`src/hw/rtl/bdq_pkg.sv`:
```
// ----------------------------------------------------------------------------
// bdq_pkg
// Types, sizes and ring helpers for the bounded deque.
// ----------------------------------------------------------------------------
package bdq_pkg;

  localparam int unsigned DEPTH = 16;
  localparam int unsigned IDX_W = (DEPTH > 1) ? $clog2(DEPTH) : 1;
  localparam int unsigned CNT_W = $clog2(DEPTH + 1);
  localparam int unsigned SUM_W = $clog2(2 * DEPTH);
  localparam int unsigned VAL_W = 32;
  localparam int unsigned OCC_W = 5;

  typedef logic [IDX_W-1:0] idx_t;
  typedef logic [CNT_W-1:0] cnt_t;

  typedef enum logic [1:0] {
    ACT_PUSH_FRONT = 2'd0,
    ACT_PUSH_BACK  = 2'd1,
    ACT_POP_FRONT  = 2'd2,
    ACT_POP_BACK   = 2'd3
  } action_e;

  typedef enum logic [1:0] {
    ST_DONE  = 2'd0,
    ST_EMPTY = 2'd1,
    ST_FULL  = 2'd2
  } status_e;

  typedef struct packed {
    action_e                   action;
    logic signed [VAL_W-1:0]   push_value;
  } in_item_t;

  typedef struct packed {
    status_e                   status;
    logic signed [VAL_W-1:0]   removed_value;
    logic [OCC_W-1:0]          occupancy;
  } out_item_t;

  // (base + off) mod DEPTH, base < DEPTH, off <= DEPTH
  function automatic idx_t ring_add(idx_t base, cnt_t off);
    logic [SUM_W-1:0] s;
    s = SUM_W'(base) + SUM_W'(off);
    if (s >= SUM_W'(DEPTH)) begin
      s = s - SUM_W'(DEPTH);
    end
    return s[IDX_W-1:0];
  endfunction

  function automatic out_item_t make_result(status_e st, logic signed [VAL_W-1:0] val,
                                            cnt_t cnt);
    out_item_t r;
    r.status        = st;
    r.removed_value = val;
    r.occupancy     = OCC_W'(cnt);
    return r;
  endfunction

endpackage

```
`src/hw/rtl/bdq_ram.sv`:
```
// ----------------------------------------------------------------------------
// bdq_ram
// Single-port synchronous RAM, registered read data, no reset on contents.
// ----------------------------------------------------------------------------
module bdq_ram #(
  parameter int unsigned DEPTH_P = 16,
  parameter int unsigned WIDTH_P = 32
) (
  input  logic                                         clk_i,
  input  logic                                         we_i,
  input  logic                                         re_i,
  input  logic [((DEPTH_P > 1) ? $clog2(DEPTH_P) : 1)-1:0] addr_i,
  input  logic [WIDTH_P-1:0]                           wdata_i,
  output logic [WIDTH_P-1:0]                           rdata_o
);

  logic [WIDTH_P-1:0] mem_q [DEPTH_P];
  logic [WIDTH_P-1:0] rdata_q;

  always_ff @(posedge clk_i) begin
    if (we_i) begin
      mem_q[addr_i] <= wdata_i;
    end
    if (re_i) begin
      rdata_q <= mem_q[addr_i];
    end
  end

  assign rdata_o = rdata_q;

endmodule

```
`src/hw/rtl/bounded_deque_top.sv`:
```
// ----------------------------------------------------------------------------
// bounded_deque_top
// Bounded double-ended queue of signed 32-bit values kept in a ring RAM.
// ----------------------------------------------------------------------------
//
//  channel | dir | handshake               | payload
//  --------+-----+-------------------------+---------------------------------
//  in      | in  | in_valid_i / in_ready_o | in_item_i  (action, push_value)
//  out     | out | out_valid_o/ out_ready_i| out_item_o (status, removed_value,
//          |     |                         |             occupancy)
//
//  For a push, and any rejected operation (pop on empty, push on full), the
//  result is registered the cycle after the item is accepted. A successful
//  pop first reads the RAM, then registers the value in S_READ. One item is
//  in flight at a time, as no item is taken in S_READ. A new item is taken
//  once the sequencer is idle and the output register is free or being drained.
//  Reset (rst_ni, async, active low) clears pointers, count, FSM and output
//  valid; RAM contents are never cleared and need no clearing pass.
//
module bounded_deque_top (
  input  logic               clk_i,
  input  logic               rst_ni,
  input  logic               in_valid_i,
  output logic               in_ready_o,
  input  bdq_pkg::in_item_t  in_item_i,
  output logic               out_valid_o,
  input  logic               out_ready_i,
  output bdq_pkg::out_item_t out_item_o
);

  // one-hot sequencer
  typedef enum logic [1:0] {
    S_IDLE = 2'b01,
    S_READ = 2'b10
  } state_e;

  state_e             state_q, state_d;
  bdq_pkg::idx_t      front_q, front_d;
  bdq_pkg::cnt_t      count_q, count_d;
  logic               out_valid_q, out_valid_d;
  bdq_pkg::out_item_t out_item_q, out_item_d;

  // RAM port
  logic                             ram_we, ram_re;
  bdq_pkg::idx_t                    ram_addr;
  logic [bdq_pkg::VAL_W-1:0]        ram_wdata, ram_rdata;

  logic accept, is_full, is_empty;
  bdq_pkg::idx_t new_front;

  assign is_full  = (count_q == bdq_pkg::CNT_W'(bdq_pkg::DEPTH));
  assign is_empty = (count_q == '0);
  assign in_ready_o = (state_q == S_IDLE) && (!out_valid_q || out_ready_i);
  assign accept     = in_valid_i && in_ready_o;
  assign new_front  = bdq_pkg::ring_add(front_q, bdq_pkg::CNT_W'(bdq_pkg::DEPTH - 1));

  always_comb begin
    state_d     = state_q;
    front_d     = front_q;
    count_d     = count_q;
    out_valid_d = out_valid_q && !out_ready_i;
    out_item_d  = out_item_q;
    ram_we      = 1'b0;
    ram_re      = 1'b0;
    ram_addr    = front_q;
    ram_wdata   = in_item_i.push_value;

    case (state_q)
      S_IDLE: begin
        if (accept) begin
          out_valid_d = 1'b1;
          case (in_item_i.action)
            bdq_pkg::ACT_PUSH_FRONT: begin
              if (is_full) begin
                out_item_d = bdq_pkg::make_result(bdq_pkg::ST_FULL, '0, count_q);
              end else begin
                ram_we     = 1'b1;
                ram_addr   = new_front;
                front_d    = new_front;
                count_d    = count_q + bdq_pkg::cnt_t'(1);
                out_item_d = bdq_pkg::make_result(bdq_pkg::ST_DONE, '0, count_d);
              end
            end
            bdq_pkg::ACT_PUSH_BACK: begin
              if (is_full) begin
                out_item_d = bdq_pkg::make_result(bdq_pkg::ST_FULL, '0, count_q);
              end else begin
                ram_we     = 1'b1;
                ram_addr   = bdq_pkg::ring_add(front_q, count_q);
                count_d    = count_q + bdq_pkg::cnt_t'(1);
                out_item_d = bdq_pkg::make_result(bdq_pkg::ST_DONE, '0, count_d);
              end
            end
            bdq_pkg::ACT_POP_FRONT: begin
              if (is_empty) begin
                out_item_d = bdq_pkg::make_result(bdq_pkg::ST_EMPTY, '0, count_q);
              end else begin
                // value arrives next cycle; result loaded in S_READ
                out_valid_d = 1'b0;
                ram_re      = 1'b1;
                ram_addr    = front_q;
                front_d     = bdq_pkg::ring_add(front_q, bdq_pkg::CNT_W'(1));
                count_d     = count_q - bdq_pkg::cnt_t'(1);
                state_d     = S_READ;
              end
            end
            default: begin // pop back
              if (is_empty) begin
                out_item_d = bdq_pkg::make_result(bdq_pkg::ST_EMPTY, '0, count_q);
              end else begin
                out_valid_d = 1'b0;
                ram_re      = 1'b1;
                ram_addr    = bdq_pkg::ring_add(front_q, count_q - bdq_pkg::cnt_t'(1));
                count_d     = count_q - bdq_pkg::cnt_t'(1);
                state_d     = S_READ;
              end
            end
          endcase
        end
      end
      S_READ: begin
        // output register was free or drained at accept, nothing else loads it here
        out_valid_d = 1'b1;
        out_item_d  = bdq_pkg::make_result(bdq_pkg::ST_DONE, ram_rdata, count_q);
        state_d     = S_IDLE;
      end
      default: begin
        state_d = S_IDLE;
      end
    endcase
  end

  always_ff @(posedge clk_i or negedge rst_ni) begin
    if (!rst_ni) begin
      state_q     <= S_IDLE;
      front_q     <= '0;
      count_q     <= '0;
      out_valid_q <= 1'b0;
    end else begin
      state_q     <= state_d;
      front_q     <= front_d;
      count_q     <= count_d;
      out_valid_q <= out_valid_d;
    end
  end

  always_ff @(posedge clk_i) begin
    out_item_q <= out_item_d;
  end

  bdq_ram #(
    .DEPTH_P (bdq_pkg::DEPTH),
    .WIDTH_P (bdq_pkg::VAL_W)
  ) u_ram (
    .clk_i   (clk_i),
    .we_i    (ram_we),
    .re_i    (ram_re),
    .addr_i  (ram_addr),
    .wdata_i (ram_wdata),
    .rdata_o (ram_rdata)
  );

  assign out_valid_o = out_valid_q;
  assign out_item_o  = out_item_q;

endmodule

```
`config.mk`:
```
export PLATFORM = sky130hd
export DESIGN_NAME = bounded_deque_top
export DESIGN_NICKNAME = d
export VERILOG_FILES = /design/src/hw/rtl/bdq_pkg.sv /design/src/hw/rtl/bdq_ram.sv /design/src/hw/rtl/bounded_deque_top.sv
export SDC_FILE = /design/constraint.sdc
export NUM_CORES = 1
export LEC_CHECK = 0
export ABC_CLOCK_PERIOD_IN_PS = 15900
export BUFFER_PORTS_ARGS = -buffer_cell sky130_fd_sc_hd__buf_4
export CORE_AREA = 2 2 307 309
export CTS_CLUSTER_DIAMETER = 40
export DETAILED_ROUTE_END_ITERATION = 10
export DIE_AREA = 0 0 309 311
export SLEW_MARGIN = 10
export SYNTH_ARGS = -nofsm -noshare
export SYNTH_HDL_FRONTEND = slang
export SYNTH_HIERARCHICAL = 1
export SYNTH_SLANG_ARGS = --single-unit
export TNS_END_PERCENT = 50
```
`constraint.sdc`:
```
create_clock -name clk_i -period 15.9 [get_ports clk_i]
set_input_delay 3.18 -clock clk_i [delete_from_list [all_inputs] [get_ports clk_i]]
set_output_delay 3.18 -clock clk_i [all_outputs]
set_load 0.05 [all_outputs]
```
==> results.sh <==
export IMPL_status="completed"
export IMPL_via_per_inst=4.34
export IMPL_antenna_left=0
export IMPL_wirelength_mm=50.2
export IMPL_grt_ovfl_total=0
export IMPL_yosys_warnings=6
export IMPL_gr_usage_all_layers_pct=10.5
export IMPL_pre_cts_slack_ps=8500
export IMPL_synth_seq_cells=595
export IMPL_whs_path_depth=2
export IMPL_grt_pass1_vias=11600
export IMPL_core_rowCount=112
export IMPL_tightestPinTransition_ps=1200
export IMPL_timing_rr_end="u_ram/mem_q[7][16]$_DFFE_PP_"
export IMPL_post_cts_buffers=0
export IMPL_area_delta_synth_final_pct=21.4
export IMPL_cts_tree="yes"
export IMPL_ff2ff_setup_slack_ps=10860
export IMPL_cts_path_max_buffers=3
export IMPL_dp_cells=2385
export IMPL_p_leak_nw=8.89
export IMPL_startpoint_type="input pin"
export IMPL_synthFlopType="edfxtp_1"
export IMPL_clkSinkCount=595
export IMPL_synth_area_sq_mm=0.0230
export IMPL_avgSynthCellArea_sq_um=21.2
export IMPL_antenna_found_initial=3
export IMPL_hold_violations=0
export IMPL_required_ps=12720
export IMPL_synth_edff_count=583
export IMPL_worst_slack_ps=8720
export IMPL_final_nets=1265
export IMPL_numCtsBuffers=79
export IMPL_p_per_area_mw_per_mm2=189
export IMPL_critical_path_arrival_ps=4000
export IMPL_clock_fmax_mhz=139
export IMPL_endpoint_kind="output port"
export IMPL_ctsResizeCount=0
export IMPL_fp_dieH_microns=311
export IMPL_maxCapViolCount=0
export IMPL_wl_per_cell_microns=19.8
export IMPL_whs_endpoint="state_q[0]$_DFFE_PN1P_"
export IMPL_clk_pin_slew_ps=40
export IMPL_rsz0062_at_grt="false"
export IMPL_core_area_sq_mm=0.0928
export IMPL_grt_max_degree=103
export IMPL_syn_inst=1085
export IMPL_holdWs_ps=513
export IMPL_insertion_delay_ps=620
export IMPL_cts_root_buf="clkbuf_16"
export IMPL_cts_hold_buffers=0
export IMPL_floorplan_die_area_sq_mm=0.0961
export IMPL_power_w=0.00526
export IMPL_route_detailed_drc=0
export IMPL_cp_max_fo=5
export IMPL_dp_hpwl_mm=27.0
export IMPL_critPathKind="in -> out"
export IMPL_finalCriticalPeriod_ps=7180
export IMPL_hp_start="state_q[0]$_DFFE_PN1P_"
export IMPL_start_util_pct=24.8
export IMPL_maxSlewHeadroom_pct=20.0
export IMPL_reg2reg_depth=11
export IMPL_drtIter0Drc=788
export IMPL_hp_class="reg -> reg"
export IMPL_num_antenna_cells=0
export IMPL_ys_async_sr_fraction_pct=2.02
export IMPL_finalSetupViolations=0
export IMPL_clock_skew_ps=24.2
export IMPL_grt_pass1_wl_mm=75.1
export IMPL_syn_nets=1138
export IMPL_numPortBuffers=78
export IMPL_tns_ps=0
export IMPL_fin_crit_sh_pct=45.1
export IMPL_nFillCells=8992
export IMPL_ioPinCount=79
export IMPL_drive_gt1_share_pct=31.2
export IMPL_dr_pass1_iters=4
export IMPL_synth_seq_area_share_pct=77.5
export IMPL_htree_levels=3
export IMPL_stdcell_count=2532
export IMPL_regToRegStartpoint="count_q[0]$_DFFE_PN0P_"
export IMPL_die_w_microns=309
export IMPL_ir_drop_mv=0.136
export IMPL_slew_viol_final=0
export IMPL_synth_distinct_cells=53
export IMPL_vias=11000
export IMPL_routabilityCongestion=0.768
-- metal layers --
layer / track usage (%) / vias up / share of wire [%]
li1: - / 4776 / -
met1: 14.0 / 5832 / 44
met2: 17.0 / 286 / 49
met3: 2.42 / 80 / 5.4
met4: 2.79 / 4 / 1.8
met5: 0 / - / 0.052
-- cell usage after synthesis (3+ instances only) --
library cell	count	share of area, %
nand4_1	3	0.082
o211ai_1	3	0.098
nor3_1	9	0.20
ha_1	13	0.71
nor2b_1	6	0.16
dfrtp_1	11	1.2
nand2b_1	3	0.082
clkbuf_1	34	0.56
inv_1	11	0.18
nor2_1	22	0.36
buf_2	15	0.33
a22oi_1	65	2.1
xor2_1	7	0.27
a21oi_1	9	0.20
edfxtp_1	583	76
buf_6	7	0.34
and2_1	33	0.90
nand2_1	52	0.85
xnor2_1	10	0.38
o21ai_1	5	0.11
o21ai_0	8	0.17
nand3_1	10	0.22
a21o_1	3	0.098
mux4_2	128	13
-- worst max-delay path, cell delays in order --
cell and delay (ps):
buf_4 110, nor2b_1 420, nor2_1 80, buf_4 210
-- how the worst max path moves through the flow --
stage	start	cells after the start	to	slack (ps)
final	out_ready_i	4	in_ready_o	8720
after global routing	out_ready_i	4	in_ready_o	8660
after CTS	out_ready_i	4	in_ready_o	8720
after detailed placement	out_ready_i	11	u_ram/mem_q[1][19]$_DFFE_PP_	8500
after global placement	out_ready_i	11	u_ram/mem_q[1][15]$_DFFE_PP_	8570
after floorplan	out_ready_i	7	u_ram/mem_q[0][0]$_DFFE_PP_	8460
-- per-stage QoR --
step	utilization, %	area (sq um)
after floorplan	-	23000
after global placement	27.2	25200
after detailed placement	27.2	25200
after CTS	30.1	27900
after global routing	30.1	27900
final	30.1	27900
-- state kept, by name, indices dropped and copies added, names as in the netlist --
register,count
u_ram/rdata_o,32
count_q,5
out_item_o,39
state_q,2
out_valid_o,1
u_ram/mem_q,512
front_q,4
-- where the power goes --
part           switching (W)  internal (W)
Sequential         0.0000724       0.00191
Combinational       0.000871      0.000646
Clock               0.000683       0.00108
Total                0.00163       0.00363
-- cell families (layout without fill, tap and decap cells) --
group           Yosys count  in the layout  share of synthesized area, %
compound gates          108            108                          3.50
xor+xnor                 17             17                         0.648
flops                   595            595                          77.5
simple gates            153            153                          3.47
mux                     128            128                          12.5
buf+inv                  69            262                          1.45
fa+ha+maj                15             15                         0.882
-- cells in the final DEF (no fill, tap or decap), types with 2 or more instances in the layout --
| cell type | synthesis | routed |
|---|---|---|
| nand4_1 | 3 | 3 |
| nand2b_1 | 3 | 3 |
| clkinv_4 | 0 | 9 |
| a22oi_1 | 65 | 65 |
| a31oi_1 | 2 | 2 |
| a21oi_1 | 9 | 9 |
| nor3_2 | 1 | 5 |
| mux4_2 | 128 | 128 |
| nor2_4 | 0 | 13 |
| inv_6 | 0 | 5 |
| xor2_1 | 7 | 7 |
| o22ai_1 | 2 | 2 |
| nor2b_4 | 0 | 2 |
| ha_1 | 13 | 12 |
| o21ai_1 | 5 | 4 |
| a2111oi_4 | 2 | 2 |
| a21o_1 | 3 | 3 |
| edfxtp_1 | 583 | 583 |
| nor2b_1 | 6 | 4 |
| inv_8 | 0 | 4 |
| bufinv_16 | 0 | 8 |
| xnor2_1 | 10 | 10 |
| nand2_1 | 52 | 52 |
| fa_1 | 2 | 2 |
| o211ai_1 | 3 | 3 |
| clkbuf_1 | 34 | 9 |
| clkbuf_16 | 0 | 81 |
| clkinv_2 | 0 | 16 |
| nor2_1 | 22 | 9 |
| nand3b_1 | 2 | 2 |
| and2_1 | 33 | 33 |
| nor3_1 | 9 | 5 |
| inv_1 | 11 | 11 |
| o21ai_0 | 8 | 8 |
| clkinv_1 | 0 | 5 |
| clkinvlp_4 | 0 | 7 |
| nand3_1 | 10 | 10 |
| dfrtp_1 | 11 | 11 |
| buf_4 | 1 | 103 |
-- layout make-up --
type,count,area (sq um),share of cell area [%]
timing repair buffer,104,793,2.84
multi-input combinational,421,5000,17.9
clock buffer,90,2060,7.39
clock inverter,57,626,2.24
tap,1254,1570,5.62
sequential,595,17800,63.8
inverter,11,41.3,0.148
(Power assumes the default switching activity.)
